`src/sv/aad_pkg.sv`:
```
// Package for the audio artifact detector: widths, register codes, reset values, shared types.
package aad_pkg;

  localparam int SAMPLE_BITS         = 24;
  localparam int MAX_CHANNEL_SAMPLES = 16777216;
  localparam int CNT_W               = 25;
  localparam int SUM_W               = 48;
  localparam int TOT_W               = 32;
  localparam int LVL_W               = 24;
  localparam int LEN_W               = 16;
  localparam int MAG_W               = 24;
  localparam int CFG_ADDR_W          = 3;
  localparam int CFG_DATA_W          = 24;
  localparam int RATIO_W             = 14;
  localparam int OUT_DATA_W          = 176;

  localparam logic [RATIO_W-1:0] CLIP_RATIO = RATIO_W'(10000);

  localparam logic [LVL_W-1:0] CLIP_LEVEL_RST     = LVL_W'(8384414);
  localparam logic [LVL_W-1:0] CLICK_STEP_RST     = LVL_W'(4194304);
  localparam logic [LEN_W-1:0] CLICK_HOLD_RST     = LEN_W'(200);
  localparam logic [LVL_W-1:0] SILENCE_LEVEL_RST  = LVL_W'(84);
  localparam logic [LEN_W-1:0] DROPOUT_LENGTH_RST = LEN_W'(960);

  typedef enum logic [CFG_ADDR_W-1:0] {
    CFG_CLIP_LEVEL     = 3'd0,
    CFG_CLICK_STEP     = 3'd1,
    CFG_CLICK_HOLD     = 3'd2,
    CFG_SILENCE_LEVEL  = 3'd3,
    CFG_DROPOUT_LENGTH = 3'd4
  } cfg_idx_t;

  typedef struct packed {
    logic [LVL_W-1:0] clip_level;
    logic [LVL_W-1:0] click_step;
    logic [LEN_W-1:0] click_hold;
    logic [LVL_W-1:0] silence_level;
    logic [LEN_W-1:0] dropout_length;
  } cfg_t;

  typedef struct packed {
    logic [TOT_W-1:0] clips;
    logic [TOT_W-1:0] samples;
    logic [TOT_W-1:0] clicks;
    logic [TOT_W-1:0] dropouts;
    logic [MAG_W-1:0] peak;
  } totals_t;

endpackage

```
`src/sv/audio_artifact_detector.sv`:
```
// Top level of the audio artifact detector: config registers, sequencer, result register.
//
// Samples enter on the in_ stream, channel after channel; in_tlast marks the last
// sample of a channel, in_tuser carries the first-of-channel and end-of-buffer flags.
// Each sample is checked in the cycle it is accepted, so samples inside a channel
// go in at one per cycle. On the last sample of a channel the block drops in_tready
// and computes the channel's absolute mean with a shared restoring divider, one
// quotient bit per cycle, passing through a setup state, the divide state and a load
// of the output register; in_tready stays low until that load. The result waits in
// the output register, and the block takes further samples while it waits. A new
// channel end that finds the register still full holds in the divide state until
// out_tready frees it.
// Configuration writes on cfg_ are always taken (cfg_ready is high) and should only
// be issued while the block is idle; unknown indexes are ignored.
// Reset (rst_n low, synchronous) restores the default thresholds, clears all counts
// and the open channel, and empties the output register.
module audio_artifact_detector (
  input  logic                               clk,
  input  logic                               rst_n,
  input  logic                               in_tvalid,
  output logic                               in_tready,
  input  logic [aad_pkg::SAMPLE_BITS-1:0]    in_tdata,   // [23:0] sample
  input  logic [1:0]                         in_tuser,   // [0] channel_first, [1] buffer_last
  input  logic                               in_tlast,   // channel_last
  output logic                               out_tvalid,
  input  logic                               out_tready,
  // [23:0] channel_abs_mean, [55:24] clip_total, [87:56] sample_total,
  // [119:88] click_total, [151:120] dropout_total, [175:152] peak_magnitude
  output logic [aad_pkg::OUT_DATA_W-1:0]     out_tdata,
  output logic                               out_tuser,  // clipping_flag
  output logic                               out_tlast,  // final_channel
  input  logic                               cfg_valid,
  output logic                               cfg_ready,
  input  logic [aad_pkg::CFG_ADDR_W-1:0]     cfg_addr,
  input  logic [aad_pkg::CFG_DATA_W-1:0]     cfg_data
);

  typedef enum logic [1:0] {
    ST_IDLE,
    ST_PREP,
    ST_DIV
  } state_t;

  localparam int PROD_W = aad_pkg::TOT_W + aad_pkg::RATIO_W;
  localparam logic [PROD_W-1:0] CLIP_RATIO_EXT = PROD_W'(aad_pkg::CLIP_RATIO);

  state_t                          state_r, state_nxt;
  aad_pkg::cfg_t                   cfg_r, cfg_nxt;
  logic                            final_r, final_nxt;
  aad_pkg::totals_t                snap_r, snap_nxt;
  logic [PROD_W-1:0]               prod_r, prod_nxt;
  logic                            zero_r, zero_nxt;
  logic                            ovalid_r, ovalid_nxt;
  logic [aad_pkg::OUT_DATA_W-1:0]  odata_r, odata_nxt;
  logic                            ouser_r, ouser_nxt;
  logic                            olast_r, olast_nxt;

  logic                            accept;
  logic                            clr_buf;
  logic                            div_start, div_busy;
  logic [aad_pkg::SUM_W-1:0]       dividend;
  logic [aad_pkg::MAG_W-1:0]       quotient, mean;
  logic [aad_pkg::CNT_W-2:0]       half;
  aad_pkg::totals_t                tot;
  logic signed [aad_pkg::SUM_W-1:0] chan_sum;
  logic [aad_pkg::CNT_W-1:0]       chan_cnt;

  assign in_tready = (state_r == ST_IDLE);
  assign accept    = in_tvalid && in_tready;
  assign cfg_ready = 1'b1;
  assign clr_buf   = (state_r == ST_PREP) && final_r;
  assign div_start = (state_r == ST_PREP);
  assign half      = chan_cnt[aad_pkg::CNT_W-1:1];
  assign dividend  = chan_sum[aad_pkg::SUM_W-1]
                   ? aad_pkg::SUM_W'(half) - chan_sum
                   : chan_sum + aad_pkg::SUM_W'(half);
  assign mean      = zero_r ? '0 : quotient;

  aad_sample_unit u_sample (
    .clk      (clk),
    .rst_n    (rst_n),
    .cfg      (cfg_r),
    .en       (accept),
    .sample   (in_tdata),
    .first    (in_tuser[0]),
    .last     (in_tlast),
    .clr_buf  (clr_buf),
    .tot      (tot),
    .chan_sum (chan_sum),
    .chan_cnt (chan_cnt)
  );

  aad_divider u_div (
    .clk      (clk),
    .rst_n    (rst_n),
    .start    (div_start),
    .dividend (dividend),
    .divisor  (chan_cnt),
    .busy     (div_busy),
    .quotient (quotient)
  );

  always_comb begin
    cfg_nxt = cfg_r;
    if (cfg_valid && cfg_ready) begin
      case (cfg_addr)
        aad_pkg::CFG_CLIP_LEVEL:     cfg_nxt.clip_level     = cfg_data;
        aad_pkg::CFG_CLICK_STEP:     cfg_nxt.click_step     = cfg_data;
        aad_pkg::CFG_CLICK_HOLD:     cfg_nxt.click_hold     = cfg_data[aad_pkg::LEN_W-1:0];
        aad_pkg::CFG_SILENCE_LEVEL:  cfg_nxt.silence_level  = cfg_data;
        aad_pkg::CFG_DROPOUT_LENGTH: cfg_nxt.dropout_length = cfg_data[aad_pkg::LEN_W-1:0];
        default: ;
      endcase
    end
  end

  always_comb begin
    state_nxt  = state_r;
    final_nxt  = final_r;
    snap_nxt   = snap_r;
    prod_nxt   = prod_r;
    zero_nxt   = zero_r;
    ovalid_nxt = ovalid_r;
    odata_nxt  = odata_r;
    ouser_nxt  = ouser_r;
    olast_nxt  = olast_r;
    if (ovalid_r && out_tready) ovalid_nxt = 1'b0;
    case (state_r)
      ST_IDLE: begin
        if (accept && in_tlast) begin
          final_nxt = in_tuser[1];
          state_nxt = ST_PREP;
        end
      end
      ST_PREP: begin
        snap_nxt  = tot;
        prod_nxt  = tot.clips * CLIP_RATIO_EXT;
        zero_nxt  = (chan_cnt == '0);
        state_nxt = ST_DIV;
      end
      ST_DIV: begin
        if (!div_busy && (!ovalid_r || out_tready)) begin
          ovalid_nxt = 1'b1;
          odata_nxt  = {snap_r.peak, snap_r.dropouts, snap_r.clicks,
                        snap_r.samples, snap_r.clips, mean};
          ouser_nxt  = (prod_r > PROD_W'(snap_r.samples));
          olast_nxt  = final_r;
          state_nxt  = ST_IDLE;
        end
      end
      default: state_nxt = ST_IDLE;
    endcase
  end

  always_ff @(posedge clk) begin
    if (!rst_n) begin
      state_r  <= ST_IDLE;
      cfg_r    <= '{clip_level:     aad_pkg::CLIP_LEVEL_RST,
                    click_step:     aad_pkg::CLICK_STEP_RST,
                    click_hold:     aad_pkg::CLICK_HOLD_RST,
                    silence_level:  aad_pkg::SILENCE_LEVEL_RST,
                    dropout_length: aad_pkg::DROPOUT_LENGTH_RST};
      final_r  <= 1'b0;
      ovalid_r <= 1'b0;
    end else begin
      state_r  <= state_nxt;
      cfg_r    <= cfg_nxt;
      final_r  <= final_nxt;
      ovalid_r <= ovalid_nxt;
    end
    snap_r  <= snap_nxt;
    prod_r  <= prod_nxt;
    zero_r  <= zero_nxt;
    odata_r <= odata_nxt;
    ouser_r <= ouser_nxt;
    olast_r <= olast_nxt;
  end

  assign out_tvalid = ovalid_r;
  assign out_tdata  = odata_r;
  assign out_tuser  = ouser_r;
  assign out_tlast  = olast_r;

endmodule

```
`src/sv/aad_sample_unit.sv`:
```
// Per-sample checks: clip, dropout, click and peak counters plus the channel sum and count.
module aad_sample_unit (
  input  logic                                clk,
  input  logic                                rst_n,
  input  aad_pkg::cfg_t                       cfg,
  input  logic                                en,
  input  logic signed [aad_pkg::SAMPLE_BITS-1:0] sample,
  input  logic                                first,
  input  logic                                last,
  input  logic                                clr_buf,
  output aad_pkg::totals_t                    tot,
  output logic signed [aad_pkg::SUM_W-1:0]    chan_sum,
  output logic [aad_pkg::CNT_W-1:0]           chan_cnt
);

  localparam int SB = aad_pkg::SAMPLE_BITS;

  logic signed [SB-1:0]             prev_r, prev_nxt;
  logic                             have_r, have_nxt;
  logic                             open_r, open_nxt;
  logic [aad_pkg::LEN_W-1:0]        hold_r, hold_nxt;
  logic [aad_pkg::LEN_W-1:0]        run_r, run_nxt;
  logic signed [aad_pkg::SUM_W-1:0] sum_r, sum_nxt;
  logic [aad_pkg::CNT_W-1:0]        cnt_r, cnt_nxt;
  aad_pkg::totals_t                 tot_r, tot_nxt;

  logic                             start;
  logic [aad_pkg::MAG_W-1:0]        mag_cur, mag_prev, top;
  logic signed [SB:0]               step;
  logic [SB:0]                      step_mag;
  logic [aad_pkg::LEN_W-1:0]        hold_cur, run_cur;
  logic                             have_cur;

  assign start    = first || !open_r;
  assign mag_cur  = sample[SB-1] ? aad_pkg::MAG_W'(-sample) : aad_pkg::MAG_W'(sample);
  assign mag_prev = prev_r[SB-1] ? aad_pkg::MAG_W'(-prev_r) : aad_pkg::MAG_W'(prev_r);
  assign top      = (mag_prev > mag_cur) ? mag_prev : mag_cur;
  assign step     = {sample[SB-1], sample} - {prev_r[SB-1], prev_r};
  assign step_mag = step[SB] ? (SB+1)'(-step) : (SB+1)'(step);
  assign hold_cur = start ? '0 : hold_r;
  assign run_cur  = start ? '0 : run_r;
  assign have_cur = start ? 1'b0 : have_r;

  always_comb begin
    prev_nxt = prev_r;
    have_nxt = have_r;
    open_nxt = open_r;
    hold_nxt = hold_r;
    run_nxt  = run_r;
    sum_nxt  = sum_r;
    cnt_nxt  = cnt_r;
    tot_nxt  = tot_r;
    if (en) begin
      sum_nxt  = start ? '0 : sum_r;
      cnt_nxt  = start ? '0 : cnt_r;
      hold_nxt = hold_cur;
      if (cnt_nxt < aad_pkg::CNT_W'(aad_pkg::MAX_CHANNEL_SAMPLES)) begin
        sum_nxt = sum_nxt + aad_pkg::SUM_W'(sample);
        cnt_nxt = cnt_nxt + 1'b1;
      end
      if (tot_r.samples != '1) tot_nxt.samples = tot_r.samples + 1'b1;
      if (mag_cur >= cfg.clip_level && tot_r.clips != '1) tot_nxt.clips = tot_r.clips + 1'b1;
      if (mag_cur < cfg.silence_level) begin
        run_nxt = (run_cur != '1) ? run_cur + 1'b1 : run_cur;
      end else begin
        run_nxt = '0;
      end
      if (run_nxt == cfg.dropout_length) begin
        run_nxt = '0;
        if (tot_r.dropouts != '1) tot_nxt.dropouts = tot_r.dropouts + 1'b1;
      end
      if (have_cur && hold_cur == '0 && step_mag >= {1'b0, cfg.click_step}) begin
        if (tot_r.clicks != '1) tot_nxt.clicks = tot_r.clicks + 1'b1;
        hold_nxt = cfg.click_hold;
      end
      if (hold_nxt != '0) hold_nxt = hold_nxt - 1'b1;
      if (have_cur && top > tot_r.peak) tot_nxt.peak = top;
      prev_nxt = sample;
      have_nxt = 1'b1;
      open_nxt = !last;
    end else if (clr_buf) begin
      tot_nxt = '0;
    end
  end

  always_ff @(posedge clk) begin
    if (!rst_n) begin
      prev_r <= '0;
      have_r <= 1'b0;
      open_r <= 1'b0;
      hold_r <= '0;
      run_r  <= '0;
      sum_r  <= '0;
      cnt_r  <= '0;
      tot_r  <= '0;
    end else begin
      prev_r <= prev_nxt;
      have_r <= have_nxt;
      open_r <= open_nxt;
      hold_r <= hold_nxt;
      run_r  <= run_nxt;
      sum_r  <= sum_nxt;
      cnt_r  <= cnt_nxt;
      tot_r  <= tot_nxt;
    end
  end

  assign tot      = tot_r;
  assign chan_sum = sum_r;
  assign chan_cnt = cnt_r;

endmodule

```
`src/sv/aad_divider.sv`:
```
// Restoring divider, one quotient bit per cycle, for the channel mean.
module aad_divider (
  input  logic                        clk,
  input  logic                        rst_n,
  input  logic                        start,
  input  logic [aad_pkg::SUM_W-1:0]   dividend,
  input  logic [aad_pkg::CNT_W-1:0]   divisor,
  output logic                        busy,
  output logic [aad_pkg::MAG_W-1:0]   quotient
);

  localparam int DW  = aad_pkg::SUM_W;
  localparam int VW  = aad_pkg::CNT_W;
  localparam int STW = $clog2(DW + 1);

  logic [DW-1:0]  q_r, q_nxt;
  logic [VW-1:0]  rem_r, rem_nxt;
  logic [VW-1:0]  dvs_r, dvs_nxt;
  logic [STW-1:0] left_r, left_nxt;
  logic [VW:0]    shifted, trial;

  assign shifted = {rem_r, q_r[DW-1]};
  assign trial   = shifted - {1'b0, dvs_r};

  always_comb begin
    q_nxt    = q_r;
    rem_nxt  = rem_r;
    dvs_nxt  = dvs_r;
    left_nxt = left_r;
    if (start) begin
      q_nxt    = dividend;
      rem_nxt  = '0;
      dvs_nxt  = divisor;
      left_nxt = STW'(DW);
    end else if (left_r != '0) begin
      left_nxt = left_r - 1'b1;
      if (!trial[VW]) begin
        rem_nxt = trial[VW-1:0];
        q_nxt   = {q_r[DW-2:0], 1'b1};
      end else begin
        rem_nxt = shifted[VW-1:0];
        q_nxt   = {q_r[DW-2:0], 1'b0};
      end
    end
  end

  always_ff @(posedge clk) begin
    if (!rst_n) begin
      left_r <= '0;
    end else begin
      left_r <= left_nxt;
    end
    q_r   <= q_nxt;
    rem_r <= rem_nxt;
    dvs_r <= dvs_nxt;
  end

  assign busy     = (left_r != '0);
  assign quotient = q_r[aad_pkg::MAG_W-1:0];

endmodule

```
`config.mk`:
```
export PLATFORM = sky130hd
export DESIGN_NAME = audio_artifact_detector
export DESIGN_NICKNAME = d
export VERILOG_FILES = /design/src/sv/aad_pkg.sv /design/src/sv/audio_artifact_detector.sv /design/src/sv/aad_sample_unit.sv /design/src/sv/aad_divider.sv
export SDC_FILE = /design/constraint.sdc
export NUM_CORES = 2
export LEC_CHECK = 0
export BUFFER_PORTS_ARGS = -buffer_cell sky130_fd_sc_hd__buf_2
export CAP_MARGIN = 15
export CORE_ASPECT_RATIO = 1.2
export CORE_UTILIZATION = 50
export CTS_BUF_LIST = sky130_fd_sc_hd__clkbuf_8
export DETAILED_ROUTE_END_ITERATION = 7
export MAX_ROUTING_LAYER = met4
export PLACE_DENSITY = 0.65
export SYNTH_ARGS = -nofsm -noshare
export SYNTH_HDL_FRONTEND = slang
export SYNTH_SLANG_ARGS = --single-unit
```
`constraint.sdc`:
```
create_clock -name clk -period 23.7 [get_ports clk]
set_input_delay 5.925 -clock clk [delete_from_list [all_inputs] [get_ports clk]]
set_output_delay 5.925 -clock clk [all_outputs]
set_load 0.02 [all_outputs]
```
==> impl_results.md <==
* Sequential-to-total area share from yosys stat at 42.2%
* Number of global-route vias before repair at 37638
* CTS tree: yes
* RSZ-0062 raised after global routing: false
* Max-slew violation count at 0
* DP HPWL at 97500 um
* CTS Buf Count at 146
* Crit path largest cell delay at 0.74 ns
* GR Layer Usage met2 at 43.5%
* Asr flop ratio synth at 0%
* Vias per inst at 5.48
* Total GRT Usage at 26.0%
* Relative slew slack at 23.7%
* DP Cell Count at 6962
* H-tree Lvls at 4
* Outcome: completed
* Setup TNS at 0 ns
* Max VDD drop at 0.0000620 V
* GRT met1 Usage at 31.6%
* Area grow syn2layout at 10.8%
* Pleak at 23.8 nW
* Slew @ Worst Pin at 1.14 ns
* RePlAce Congestion at 0.932
* GR peak layer: met2
* Largest net degree at the start of global routing at 90
* Post-synth EDFFs at 442
* Worst hold path type: flip-flop to flip-flop
* Routed len/inst at 18.2 um
* Met3 Use GR at 4.21%
* PD cells at 72.4 mW/mm^2
* Synth Cell Area at 0.0515 mm^2
* Via count at 39674
* Clock Path Buffers at 3
* Net Count, Synth at 6097
* Tmin final at 12.64 ns
* Top FF cell, synth: edfxtp_1
* Global-route wire length before repair at 207000 um
* Final setup margin at 11.06 ns
* Crit start category: input port
* Latest clock arrival within the worst-skew pair at 0.89 ns
* Die Y at 354 um
* Resized Gates After CTS at 0
* Worst EP required at 24.51 ns
* Synth warn at 0
* IO Count at 240
* Layout cells sized above 1 at 9.91%
* Fin Hold WS at 0.413 ns
* CP max FO at 24
* Starting DRC count in detailed routing at 2429
* Final #Nets at 6320
* Post-CTS setup buffer count at 0
* Most Frequent Cell on Critical Path: o21a_1
* Core Footprint at 0.102 mm^2
* Critical setup path kind: input port to flip-flop
* WL final at 132000 um
* #FFs+latches synth at 864
* Avg Inst Size Synth at 9.32 um^2
* Synth unique cells at 92
* Final worst path period share at 53.3%
* Die ar. at 0.104 mm^2
* Drt drc at 0
* Post-layout util at 56.1%
* CTS Hold Bufs at 0
* Initial DRT Pass Iterations at 6
* Filler cells at 9100
* CP endpoint kind: flip-flop
* Maxcap violations at 0
* # rows at 128
* Clock sinks at 864
* Post-DRT Antenna Nets at 0
* Die X at 295 um
* Post-Layout Cell Count at 7243
* WP data arrival at 13.45 ns
* Clock Skew at 0.0542 ns
* Final hold vios at 0
* Pre-CTS setup slack at 10.36 ns
* Maximum clock rate at 79.1 MHz
* Initial Util at 50.6%
* Port buffer count at 238
* Worst path slowest cell: and2_1
* CTS clk-pin slew, worst paths at 0.06 ns
* Setup violators final at 0
* Total congestion overflow at 0
* Initial antenna violation count at 8
* CTS Root Cell: clkbuf_8
* Post-Synthesis Cells at 5524
==> cells in the final DEF (no fill, tap or decap), types with 20 or more instances in the layout <==
master    instances
a21oi_1         397
or4_1            20
and3_1           54
nand3_1         127
nand2b_1         52
nor4_1           29
mux2_2           28
o31ai_1          28
nand4_1          90
o21ai_0         230
clkinv_2         21
nor2_1          395
buf_4            38
or3_1            48
nor2b_1          69
inv_1           597
dfxtp_1         421
a31oi_1          38
edfxtp_1        442
or2_2            22
a21o_1           99
ha_1            427
o21a_1           49
xnor2_1         224
nand2_1         637
a211oi_1         39
fa_1             87
mux2i_1          37
nor3_1          121
and2_1           61
o211ai_1         49
a22o_1           28
xor2_1          167
buf_2           238
clkbuf_8        166
==> where the power goes <==
| part | internal, mW | switching, mW |
|---|---|---|
| Clock | 0.721 | 0.651 |
| Sequential | 1.71 | 0.0775 |
| Combinational | 0.388 | 0.581 |
| Total | 2.82 | 1.31 |
==> worst max-delay path: cells and delay by family <==
kind            cells  cell delay, ns
compound gates     16            3.44
xor+xnor            1            0.26
fa+ha+maj           2            0.58
buf+inv             1            0.15
mux                 1            0.41
simple gates       12            2.65
==> area by class of cell <==
cell class                 instances  area [um^2]  area share [%]
clock inverter                   105          726            1.27
timing repair buffer             278         1510            2.64
sequential                       864        21700            38.1
inverter                         555         2100            3.67
multi-input combinational       3902        27000            47.3
clock buffer                     166         2280            4.01
antenna                            8         20.0          0.0351
tap                             1365         1710            2.99
==> per-layer routing <==
layer / up-vias / part of all wire (%)
li1: 19762 / -
met1: 18802 / 43
met2: 877 / 49
met3: 233 / 4.8
met4: 0 / 3.1
met5: - / 0
==> Yosys cell counts (39+ instances only) <==
| master | n | area (um^2) |
|---|---|---|
| and3_1 | 54 | 338 |
| nor2b_1 | 70 | 438 |
| nand4_1 | 90 | 563 |
| a21o_1 | 99 | 743 |
| or3_1 | 48 | 300 |
| a21oi_1 | 399 | 2000 |
| dfxtp_1 | 422 | 8450 |
| xor2_1 | 167 | 1460 |
| fa_1 | 87 | 1740 |
| o21a_1 | 49 | 368 |
| o21ai_0 | 230 | 1150 |
| nand2b_1 | 53 | 332 |
| and2_1 | 62 | 388 |
| xnor2_1 | 225 | 1970 |
| nand2_1 | 640 | 2400 |
| nand3_1 | 127 | 636 |
| ha_1 | 427 | 5340 |
| clkbuf_1 | 180 | 676 |
| a211oi_1 | 39 | 293 |
| nor2_1 | 396 | 1490 |
| nor3_1 | 121 | 606 |
| o211ai_1 | 49 | 368 |
| inv_1 | 554 | 2080 |
| edfxtp_1 | 442 | 13300 |
==> final timing paths <==
path / slack, ns / to / startpoint / depth (start not counted)
worst max-delay path: 11.06 / u_sample.tot[14] / in_tdata[2] / 33
worst min-delay path: 0.41 / out_tdata[173] / snap_r[21] / 0
worst max register to register: 15.75 / u_sample.tot[14] / u_sample.prev_r[2] / 31
worst min register to register: 0.41 / out_tdata[173] / snap_r[21] / 0
==> sequential cells by signal, summed over array words and instances, names as in the netlist <==
signal and count:
u_sample.chan_cnt 25, u_div.q_r 48, out_tlast 1, u_sample.run_r 16
u_div.left_r 6, out_tdata 176, out_tvalid 1, state_r 2
u_sample.chan_sum 48, u_sample.hold_r 16, cfg_r 104, u_sample.tot 152
u_sample.prev_r 24, prod_r 38, zero_r 1, u_div.dvs_r 25
final_r 1, u_sample.open_r 1, u_sample.have_r 1, u_div.rem_r 25
snap_r 152, out_tuser 1
==> cells by family (layout without fill, tap and decap cells) <==
logic type	after synthesis	after routing	synth area share, %
buf+inv	758	1104	5.57
xor+xnor	392	392	6.67
fa+ha+maj	514	514	13.8
compound gates	1128	1128	13.8
flops	864	864	42.2
mux	65	65	1.33
simple gates	1802	1802	16.7
other cells	1	9	0.00728
==> stage by stage <==
stage	cell area (um^2)	power [mW]
2_1_floorplan	51500	2.53
3_3_place_gp	54000	2.76
4_1_cts	57000	4.16
5_1_grt	57000	4.35
3_5_place_dp	54000	2.78
6_report	57000	4.13
(Power assumes the default switching activity.)
